### src/rtl/core/cvb_pkg.sv
`timescale 1ns / 1ps
// Shared widths, command codes, the pipeline tag type and the Q28 power table
// of the channel gain unit. No dependencies.
package cvb_pkg;

    localparam int NUM_CHANNELS_DEF = 40;

    localparam int CH_W   = 6;
    localparam int VOL_W  = 12;
    localparam int BAL_W  = 7;
    localparam int GAIN_W = 8;
    localparam int WGT_W  = 7;
    localparam int M_W    = 32;
    localparam int ROM_W  = 31;
    localparam int Q_W    = 3;
    localparam int R_W    = 9;

    localparam logic CMD_VOLUME  = 1'b0;
    localparam logic CMD_BALANCE = 1'b1;

    localparam logic [BAL_W-1:0] BAL_MAX = 7'd100;

    typedef struct packed {
        logic            vld;
        logic [CH_W-1:0] ch;
    } t_tag;

    // Q28 value of 10^(2^k/320).
    function automatic logic [30:0] pow_q28(input int k);
        logic [30:0] p;
        case (k)
            0:       p = 31'd270373970;
            1:       p = 31'd272326484;
            2:       p = 31'd276273913;
            3:       p = 31'd284341257;
            4:       p = 31'd301189535;
            5:       p = 31'd337940217;
            6:       p = 31'd425441527;
            7:       p = 31'd674279380;
            8:       p = 31'd1693713225;
            default: p = 31'd0;
        endcase
        return p;
    endfunction

endpackage

### src/rtl/core/cvb_gain.sv
`timescale 1ns / 1ps
// Weighting of the linear factor into the two 8-bit channel gains with
// saturation, and the result register. Depends on cvb_pkg.
module cvb_gain import cvb_pkg::*; (
    input  logic              i_clk,
    input  logic              i_rst_n,
    input  t_tag              i_tag,
    input  logic [ROM_W-1:0]  i_rom,
    input  logic [WGT_W-1:0]  i_weight_left,
    input  logic [WGT_W-1:0]  i_weight_right,
    output logic              o_valid,
    output logic [CH_W-1:0]   o_out_channel,
    output logic [GAIN_W-1:0] o_gain_left,
    output logic [GAIN_W-1:0] o_gain_right
);

    localparam int Y_W   = ROM_W + WGT_W;
    localparam int Z_W   = Y_W - 18;
    localparam int ZS_W  = 13;
    localparam int RC_W  = 16;
    localparam int P_W   = ZS_W + RC_W;

    // The gain divisor is 2^18 * 25; one step shifts, the other multiplies by
    // a reciprocal that is exact below the saturation limit.
    localparam logic [Z_W-1:0]  SAT_LIMIT = 20'd6400;
    localparam logic [RC_W-1:0] RECIP_25  = 16'd41944;

    logic [Y_W-1:0]    yl;
    logic [Y_W-1:0]    yr;
    logic [P_W-1:0]    pl;
    logic [P_W-1:0]    pr;
    logic [GAIN_W-1:0] n_gl;
    logic [GAIN_W-1:0] n_gr;

    logic              r_gvld;
    logic [CH_W-1:0]   r_gch;
    logic [Z_W-1:0]    r_zl;
    logic [Z_W-1:0]    r_zr;
    logic              r_ovld;
    logic [CH_W-1:0]   r_och;
    logic [GAIN_W-1:0] r_gl;
    logic [GAIN_W-1:0] r_gr;

    assign yl = Y_W'(i_rom) * Y_W'(i_weight_left);
    assign yr = Y_W'(i_rom) * Y_W'(i_weight_right);

    always_comb begin
        pl   = P_W'(r_zl[ZS_W-1:0]) * P_W'(RECIP_25);
        pr   = P_W'(r_zr[ZS_W-1:0]) * P_W'(RECIP_25);
        n_gl = (r_zl >= SAT_LIMIT) ? '1 : pl[27:20];
        n_gr = (r_zr >= SAT_LIMIT) ? '1 : pr[27:20];
    end

    always_ff @(posedge i_clk) begin
        if (!i_rst_n) begin
            r_gvld <= 1'b0;
            r_ovld <= 1'b0;
        end else begin
            r_gvld <= i_tag.vld;
            r_ovld <= r_gvld;
        end
    end

    always_ff @(posedge i_clk) begin
        r_gch <= i_tag.ch;
        r_zl  <= yl[Y_W-1:18];
        r_zr  <= yr[Y_W-1:18];
        r_och <= r_gch;
        r_gl  <= n_gl;
        r_gr  <= n_gr;
    end

    assign o_valid       = r_ovld;
    assign o_out_channel = r_och;
    assign o_gain_left   = r_gl;
    assign o_gain_right  = r_gr;

endmodule

### config.mk
export PLATFORM = sky130hd
export DESIGN_NAME = cvb_gain
export DESIGN_NICKNAME = d
export VERILOG_FILES = /design/src/rtl/core/cvb_pkg.sv /design/src/rtl/core/cvb_gain.sv
export SDC_FILE = /design/constraint.sdc
export NUM_CORES = 1
export LEC_CHECK = 0
export BUFFER_PORTS_ARGS = -buffer_cell sky130_fd_sc_hd__buf_4
export CORE_UTILIZATION = 55
export CTS_CLUSTER_SIZE = 16
export DETAILED_ROUTE_END_ITERATION = 8
export MAX_ROUTING_LAYER = met4
export PLACE_DENSITY = 0.76
export SLEW_MARGIN = 30
export SYNTH_ARGS = -nofsm -noshare
export SYNTH_HDL_FRONTEND = slang
export SYNTH_SLANG_ARGS = --single-unit
### constraint.sdc
create_clock -name i_clk -period 6.5 [get_ports i_clk]
set_clock_uncertainty 0.1 [all_clocks]
set_input_delay 1.3 -clock i_clk [delete_from_list [all_inputs] [get_ports i_clk]]
set_output_delay 1.3 -clock i_clk [all_outputs]
set_load 0.05 [all_outputs]
==> summary by stage, run 1 <==
Outcome
The run finished with clean final reports.

Clock tree
The deepest clock path buffer count is 2. TritonCTS built the clock tree. The number of clock sinks is 70.

Gates resized during post-CTS repair numbered 0. The depth of the CTS H-tree is 3. The buffer cell driving the clock tree root is clkbuf_16. The number of setup buffers added after CTS is 0.

In this run, post-CTS hold repair placed 0 buffers. The worst-skew pair later-pin latency is 340 ps. TritonCTS created 9 clock buffers. The clock-pin slew on the worst setup and hold paths is 60 ps.

Critical path
The path type of the worst setup path is in -> reg. The startpoint type of the worst setup path is a primary input. The startpoint of the lowest-slack register-to-register path is r_zl[6].

The data arrival time at the worst-slack endpoint is 6050 ps. In this run the worst setup path begins at i_weight_right[2]. STA puts the critical path data required time at 6670 ps.

The kind of end point of the critical path is a register. The maximum net fanout on the critical path is 31.

Drt
After detailed routing, the number of vias per cell comes to 5.39. The remaining number of nets flagged by the antenna check after routing is 0. The mean routed wirelength per cell is 16.4 um.

The number of detailed-routing iterations run before antenna repair is 7. For this block, the initial DRC count from the detailed router was 828. For this run, design rule violations remaining after detail routing come to 0. The routed layout has 14,442 vias.

The routed design has 44.0 mm of wire.

Synthesis
The share of synthesized cell area in full adder, half adder and majority cells is 57.7%. The synthesized flop and latch total is 70. The most used flip-flop cell after synthesis is dfxtp_1. The dominant combinational cell family by area after synthesis is adder cells.

Of the total synthesized cell area, the portion taken by AND, OR, NAND and NOR gates is 15.8%. The count of cell types in the netlist is 50. The synthesized netlist cell count is 2,192.

Summing the areas of all compound-gate instances in the mapped netlist gives 6.85% of the synthesized area. The number of enable-type register cells in the synthesized netlist is 0. Multiplexer cells account for 0% of the synthesized area. A synthesized cell averages 9.31 sq um.

The summed instance area of the synthesized netlist is 20,400 sq um. The synthesized netlist devotes 2.62% of its cell area to XOR and XNOR gates. The number of nets in the synthesized netlist is 2,948. The warning count from the yosys run is 0. The fraction of registers with async set or reset after synthesis is 0%. The sequential cell area fraction in the yosys report is 6.87%.

Global routing
The all-layer global routing usage is 25.4%. The number of global-route vias before repair came to 15,856. Entering global routing, the biggest net connects 32 pins.

The first global-routing pass estimated 75.9 mm of wire. The residual overflow from global routing is 0. The initial antenna violation count is 0.

Place
The congestion estimate from routability-driven global placement came to 0.890. The number of buffers inserted by port buffering is 76. The half-perimeter wire length of the detailed placement result is 36.3 mm.

Hold path
The class of the tightest hold or removal check is reg -> reg. In this run the most critical hold path is launched from r_gch[4].

Die
The die is 195 um wide. The count of pins on the block boundary is 77. The standard cell core area is 36,500 sq um. The effective utilization at floorplan is 55.9%.

The die covers 37,900 sq um. The number of cell rows is 70. The y dimension of the die is 195 um.

STA
In the final timing run, aggregate negative setup slack is 0 ps. For the pin with the worst max-slew slack, the measured transition is 594 ps. The total count of max-transition violations in the final report came to 0. In the finished design, the share of the clock period the worst path needs comes to 90.5%. Static timing analysis puts the maximum clock frequency at 0.170 GHz. Measured against its own limit, the worst slew margin works out to 59.4%.

The count of final setup violators is 0. The clock period minus final worst setup slack is 5880 ps. Hold is met by 226 ps. The number of endpoints with negative hold slack in the final report came to 0.

Setup repair after global routing left no endpoint under its margin.

Finish
0 antenna diodes ended up in the layout. In the final design database the tool counted 2,961 nets. The multi-input combinational cells in the finished layout cover a total of 16,900 sq um. The utilization of the core after routing is 59.2%.

In the final layout, the share of cells above drive strength 1 is 4.52%. The filler cell count in the final layout is 3,087. The library cells used most frequently in the layout, excluding fill and tap cells, are inv_1 (477), fa_1 (398), and2_1 (336). The library cell used most frequently in the layout, excluding fill and tap cells, is inv_1. The area added between synthesis and finish is 5.87%. The area occupied by registers is 1400 sq um.

Run
The max-capacitance violation count is 0.
metal layers:
metal  vias to the layer above  GRT usage (%)  part of all wire, %
li1                       6749              -                    -
met1                      7299           33.4                   45
met2                       358           42.7                   49
met3                        36           2.65                  4.6
met4                         0           5.35                  1.2
met5                         -              -                    0
worst max-delay path, cell delays in order:
cell      delay (ps)
buf_4            300
and2_1           210
fa_1             460
fa_1             530
fa_1             500
inv_1             50
fa_1             470
inv_1             40
ha_1             300
a21oi_1          200
o21ai_1          160
o311ai_1         390
a31oi_1          180
a31oi_1          400
o311ai_1         220
a21oi_1          220
xnor2_1          130
layout make-up:
class | instances | area share [%]
Clock buffer | 10 | 1.06
Multi-Input combinational cell | 1571 | 78.4
Inverter | 477 | 8.29
Clock inverter | 6 | 0.440
Timing Repair Buffer | 76 | 2.64
Tap cell | 468 | 2.71
Sequential cell | 70 | 6.49
state kept, by name (all words and copies together) (netlist names):
| signal | count |
|---|---|
| r_zl | 20 |
| o_valid | 1 |
| o_gain_left | 8 |
| o_gain_right | 8 |
| r_zr | 20 |
| r_gvld | 1 |
| o_out_channel | 6 |
| r_gch | 6 |
cells in the mapped netlist, types with 10 or more instances:
cell	instances	area share, %
nor2_1	33	0.61
fa_1	398	39
ha_1	304	19
and2_1	336	10
a31oi_1	10	0.31
xor2_1	22	0.94
nand2_1	154	2.8
a21o_1	38	1.4
xnor2_1	39	1.7
a211oi_1	10	0.37
nand3_1	17	0.42
nand4_1	11	0.34
dfxtp_1	70	6.9
inv_1	477	8.8
nor3_1	19	0.47
o21ai_0	35	0.86
clkbuf_1	73	1.3
a21oi_1	63	1.5
per-stage QoR:
step                setup WS, ps  instances  area [sq um]
global placement             410       2662         21300
detailed placement           333       2662         21300
finish                       616       2678         21600
global route                 309       2678         21600
CTS                          689       2678         21600
floorplan                    787       2192         20400
kinds of logic after synthesis:
| kind of cell | count (synthesis) |
|---|---|
| adder cells (fa/ha/maj) | 702 |
| AND/OR/NAND/NOR | 596 |
| buffers and inverters | 551 |
| AO/OA/AOI/OAI | 212 |
| flip-flops | 70 |
| XOR/XNOR | 61 |
final timing paths:
kind	slack, ps	depth (start not counted)	to
max	620	17	r_zr[14]
min	230	0	o_out_channel[4]
max reg2reg	1240	17	o_gain_left[7]
min reg2reg	230	0	o_out_channel[4]
Power of run 1 is left out: the tool's default activity adds up to more than one toggle a clock period on the data nets, which glitch-free logic cannot reach.
==> run 2, diff against run 1 <==
--- a/config.mk
+++ b/config.mk
@@ -7,10 +7,12 @@
 export LEC_CHECK = 0
 export BUFFER_PORTS_ARGS = -buffer_cell sky130_fd_sc_hd__buf_4
 export CORE_UTILIZATION = 55
+export CTS_CLUSTER_DIAMETER = 100
 export CTS_CLUSTER_SIZE = 16
 export DETAILED_ROUTE_END_ITERATION = 8
 export MAX_ROUTING_LAYER = met4
 export PLACE_DENSITY = 0.76
+export RECOVER_POWER = 50
 export SLEW_MARGIN = 30
 export SYNTH_ARGS = -nofsm -noshare
 export SYNTH_HDL_FRONTEND = slang
==> summary by stage, run 2 (synthesized netlist as in run 1, its figures left out) <==
Outcome
The run finished with clean final reports.

Place
The number of buffers inserted by port buffering is 76. At the placement stage, the worst setup path has a slack of 333 ps. The half-perimeter wire length of the detailed placement result is 36.3 mm.

The placer congestion estimate is 0.890.

Clock tree
The CTS tree is done. Counting the buffers created by CTS gives 9. Hold repair after CTS inserted 0 buffers. After clock tree synthesis, the repair step resized 0 gates. The depth of the CTS H-tree is 3.

The number of setup buffers added after CTS is 0. The buffer cell driving the clock tree root is clkbuf_16. The clock-pin slew on the worst setup and hold paths is 60 ps. The number of clock sinks is 70. The worst-skew pair later-pin latency is 340 ps. The deepest clock path buffer count is 2.

Finish
The largest registers in the layout are r_zl x20, r_zr x20. The post-route netlist has 3.48% of its cells at a drive strength greater than 1. The most frequent standard cell in the layout excluding fill and tap cells is inv_1. The library cells used most frequently in the layout, excluding fill and tap cells, are inv_1 (477), fa_1 (398), and2_1 (335).

The utilization of the core after routing is 58.9%. The number of nets at the end of the flow is 2,961. The number of antenna diodes in the final layout is 0. The area added between synthesis and finish is 5.45%.

Critical path
The kind of end point of the critical path is a register. Data on the critical path is required at its endpoint by 6670 ps. The maximum net fanout on the critical path is 31. The path type of the worst setup path is in -> reg. Data arrives at the worst endpoint at 6060 ps. The startpoint type of the worst setup path is a primary input.

STA
The tightest hold margin is 226 ps. The number of endpoints with negative hold slack in the final report is 0. The count of final setup violators is 0. In this run the tightest slew margin relative to its limit is 59.4%. Setup repair after global routing left no endpoint under its margin. Timing would allow up to 0.170 GHz. Counting I/O delays and the setup requirement, the final critical path takes 5890 ps. The share of the cycle needed by the critical path after routing is 90.6%. In the post-route analysis, the smallest setup slack over all paths is 609 ps. The actual slew at the worst max-slew pin is 594 ps. The total count of max-transition violations in the final report was 0. Adding up every negative setup slack in the final design gives 0 ps.

Die
The die extent in x is 195 um. The count of pins on the block boundary is 77. The standard cell core area is 36,500 sq um. The number of cell rows is 70. For this configuration, the core starts out at a cell density of 55.9%. The die covers 37,900 sq um. In this run the vertical extent of the chip is 195 um.

Run
Across the run, the number of max-cap violations was 0.

Drt
In the routed design, unresolved DRC markers number 0. For this block, the initial DRC count from the detailed router was 805. In the final routed layout, each cell accounts on average for 16.5 um. The number of detailed-routing iterations run before antenna repair is 5. In the routed layout, each cell is associated on average with a via count of 5.39. Summing over every cut layer, the via total after detailed routing is 14,443. The aggregate routed wire length is 44.1 mm. The remaining number of nets flagged by the antenna check after routing is 0.

Global routing
The number of global-route vias before repair was 15,856. The first-pass GRT wire length is 75.9 mm. In the global route stage, overall resource usage came out at 25.4%. The initial antenna violation count came to 0. The residual overflow from global routing is 0. Entering global routing, the biggest net connects 32 pins.

Hold path
The class of the tightest hold or removal check is reg -> reg.
-- run 2: cell count changes in the layout (fill, tap and decap cells not counted), sizes merged --
| cell | before | now |
|---|---|---|
| clkbuf | 10 | 40 |
| buf | 76 | 46 |
-- run 2: layout make-up --
cell class	instances	area (sq um)
clock buffers	10	229
clock inverters	6	95.1
fillers	3110	15000
inverters	477	1790
multi-input cells	1571	16900
flip-flops and latches	70	1400
well taps	468	586
repair buffers	76	484
-- run 2: routing by layer --
layer	vias up	GRT usage, %	part of all wire, %
li1	6749	-	-
met1	7296	33.4	45
met2	358	42.7	49
met3	40	2.65	4.7
met4	0	5.35	1.2
met5	-	-	0
-- run 2: path summary, 6_finish.rpt --
kind,from,endpoint,slack [ps],cells after the start
worst max-delay path,i_weight_right[2],r_zr[14],610,17
worst min register to register,r_gch[4],o_out_channel[4],230,0
worst min-delay path,r_gch[4],o_out_channel[4],230,0
worst max register to register,r_zl[6],o_gain_left[7],1240,17
-- run 2: metrics by stage --
stage	cells	area, sq um
6_report	2678	21500
5_1_grt	2678	21500
4_1_cts	2678	21600
3_5_place_dp	2662	21300
3_3_place_gp	2662	21300
2_1_floorplan	2192	20400
-- run 2: worst max-delay path, stage by stage --
cell and delay (ps):
buf_4 310, and2_1 210, fa_1 460, fa_1 520
fa_1 500, inv_1 50, fa_1 470, inv_1 40
ha_1 300, a21oi_1 200, o21ai_1 160, o311ai_1 390
a31oi_1 180, a31oi_1 400, o311ai_1 220, a21oi_1 220
xnor2_1 130
Power of run 2 is left out for the same reason.
==> run 3, diff against run 2 <==
--- a/config.mk
+++ b/config.mk
@@ -5,6 +5,7 @@
 export SDC_FILE = /design/constraint.sdc
 export NUM_CORES = 1
 export LEC_CHECK = 0
+export ABC_AREA = 1
 export BUFFER_PORTS_ARGS = -buffer_cell sky130_fd_sc_hd__buf_4
 export CORE_UTILIZATION = 55
 export CTS_CLUSTER_DIAMETER = 100
==> constraint.sdc (replaced) <==
create_clock -name i_clk -period 7.26 [get_ports i_clk]
set_clock_uncertainty 0.1 [all_clocks]
set_input_delay 1.452 -clock i_clk [delete_from_list [all_inputs] [get_ports i_clk]]
set_output_delay 1.452 -clock i_clk [all_outputs]
set_load 0.05 [all_outputs]
==> summary by stage, run 3 <==
Outcome
The run finished, with violations left. The checks that failed: DRC.

Clock tree
The number of gates resized after CTS was 0. The worst-skew pair later-pin latency is 350 ps. The clock-pin slew on the worst setup and hold paths is 60 ps.

The buffer cell driving the clock tree root is clkbuf_16. The number of clock sinks is 70. TritonCTS built the clock tree. In this run the deepest clock path goes through 2 buffers. CTS built an H-tree with a depth of 3.

The number of setup buffers added after CTS is 0. Clock tree synthesis inserted a total of 9 buffers. For this design, the CTS-stage hold fixing added 0 buffers.

Place
After detailed placement, the design holds a cell count of 3,696. The HPWL after detailed placement is 47.6 mm. In this run the tool buffered the top-level ports with 76 buffer cells.

The placer congestion estimate is 0.976.

Global routing
The initial antenna violation count is 0. Global routing used 28.8% of the available tracks. Entering global routing, the biggest net connects 32 pins. The first-pass GRT wire length is 95.0 mm. For this run the aggregate overflow at the end of global routing stands at 0. The number of global-route vias before repair is 20,064.

Critical path
The path type of the worst setup path is in -> reg. STA puts the critical path data arrival time at 5590 ps. The worst register-to-register path has a setup slack of 2650 ps. STA classifies the critical path startpoint as a primary input.

For the worst flop-to-flop path, the logic depth is 18. The maximum net fanout on the critical path is 31. The kind of end point of the critical path is a register. The required time of the critical path is 7390 ps.

Finish
The fraction of final layout cells with drive strength greater than 1 is 2.70%. The antenna diode instance count is 0. For this run, the share of the core covered by cells in the final layout is 59.0%. The most frequent standard cell in the layout excluding fill and tap cells is inv_1. Relative to the synthesized area, the layout overhead comes to 5.18%. In the final layout, the registers with the most flip-flops are r_zl x20, r_zr x20.

The number of standard cells in the final layout excluding fillers is 3,712. The top cell types in the final layout, fill and taps aside, are inv_1 (925), nand2_1 (800), fa_1 (398). For this run, the post-layout net count is 3,931.

Synthesis
The synthesized flop and latch total is 70. The fraction of registers with async set or reset after synthesis is 0%. The library cell occupying the most area in the post-synthesis netlist is fa_1. The sequential cell area fraction in the yosys report is 6.09%. The summed instance area of the synthesized netlist is 23,000 sq um. The synthesized netlist cell count is 3,162. The cell with the most instances after synthesis is inv_1.

The share of the synthesized area in the top cell type is 34.6%. In the post-synthesis netlist, the biggest area contributors are fa_1 (35%), ha_1 (17%), inv_1 (15%), nand2_1 (13%), dfxtp_1 (6.1%). The commonest cells after synthesis are inv_1 (925), nand2_1 (800), fa_1 (398).

In the synthesized netlist the dominant register cell turns out to be dfxtp_1. Yosys mapped a number of flops with a built-in enable equal to 0. The synthesized net count is 3,918. Counting distinct cell types in the post-synthesis netlist gives 43.

The synthesized area per cell is 7.27 sq um. The warning count from the yosys run is 0.

Die
For this configuration, the core starts out at a cell density of 56.1%. The standard cell core area is 41,000 sq um. In this run the horizontal extent of the chip is 206 um. For this design the top-level I/O count stands at 77.

In this run the vertical extent of the chip is 206 um. After floorplanning, the core was divided into 74 placement rows. The floorplan step defined a die boundary enclosing 42,600 sq um.

Drt
Once detail routing completed, the nets flagged for antenna violations numbered 0. The aggregate routed wire length is 55.7 mm. The DRC violation count after routing is 10. The via count normalized by instance count is 5.10. For this run, the detailed router's first-pass iteration total came to 9. In the final routed layout, each cell accounts on average for 15.0 um. The overall via count from detail_route is 18,921. The first routing iteration left 1,187 violations.

STA
The share of the cycle needed by the critical path after routing is 75.1%. The actual slew at the worst max-slew pin is 626 ps. The count of final setup violators is 0.

The post-route setup TNS is 0 ps. The total count of max-transition violations in the final report is 0. Headroom to the max-slew limit came out at 58.5%.

The clock period minus final worst setup slack is 5450 ps. Setup repair after global routing left no endpoint under its margin. The number of endpoints with negative hold slack in the final report was 0.

Derived from the worst setup path, the maximum achievable clock frequency is 0.183 GHz.

Hold path
The number of cells traversed by the worst hold path is 0. The path class of the tightest hold or removal check is reg -> reg.

Run
The max-capacitance violation count is 0.
run 3: final timing paths:
check | start | endpoint
max | i_weight_right[3] | r_zr[12]
min | r_gch[5] | o_out_channel[5]
max reg2reg | r_zr[9] | o_gain_right[7]
min reg2reg | r_gch[5] | o_out_channel[5]
run 3: cells by family (layout without fill, tap and decap cells):
kind of cell	count (synthesis)	in the layout	synth area share, %
buffers and inverters	1010	1028	16.5
and+or+nand+nor	1103	1103	19.3
xor gates and xnor gates	24	24	0.914
DFF	70	70	6.09
AOI/OAI and AO/OA	253	253	6.06
adders and majority gates	702	702	51.2
run 3: routing by layer:
| metal | track usage [%] | routed length, um | vias to the layer above |
|---|---|---|---|
| li1 | - | - | 9285 |
| met1 | 35.9 | 24300 | 9058 |
| met2 | 49.8 | 27500 | 503 |
| met3 | 2.54 | 2720 | 75 |
| met4 | 7.90 | 1220 | 0 |
| met5 | - | 0 | - |
run 3: final cells by class:
| type | instances | area, sq um |
|---|---|---|
| Timing Repair Buffer | 76 | 484 |
| Clock inverter | 6 | 93.8 |
| Clock buffer | 10 | 229 |
| Fill cell | 3858 | 16800 |
| Inverter | 936 | 3510 |
| Multi-Input combinational cell | 2082 | 17800 |
| Sequential cell | 70 | 1400 |
| Tap cell | 532 | 666 |
run 3: worst max-delay path: stages:
cell	delay, ps
buf_4	340
nand2_1	110
inv_1	80
fa_1	460
fa_1	520
fa_1	490
inv_1	50
fa_1	470
inv_1	40
ha_1	340
a21oi_1	290
o21ai_0	200
a21oi_1	250
o21ai_0	140
nor2_1	150
nand2_1	80
nand2_1	60
nand2_1	60
run 3: metrics by stage:
step | worst slack, ps | hold slack, ps | instance area [sq um]
after global placement | 1570 | 210 | 24000
after detailed placement | 1510 | 214 | 24000
after floorplan | 1770 | 210 | 23000
final | 1810 | 223 | 24200
after CTS | 1880 | 223 | 24300
after global routing | 1570 | 234 | 24200
Power of run 3 is left out for the same reason.
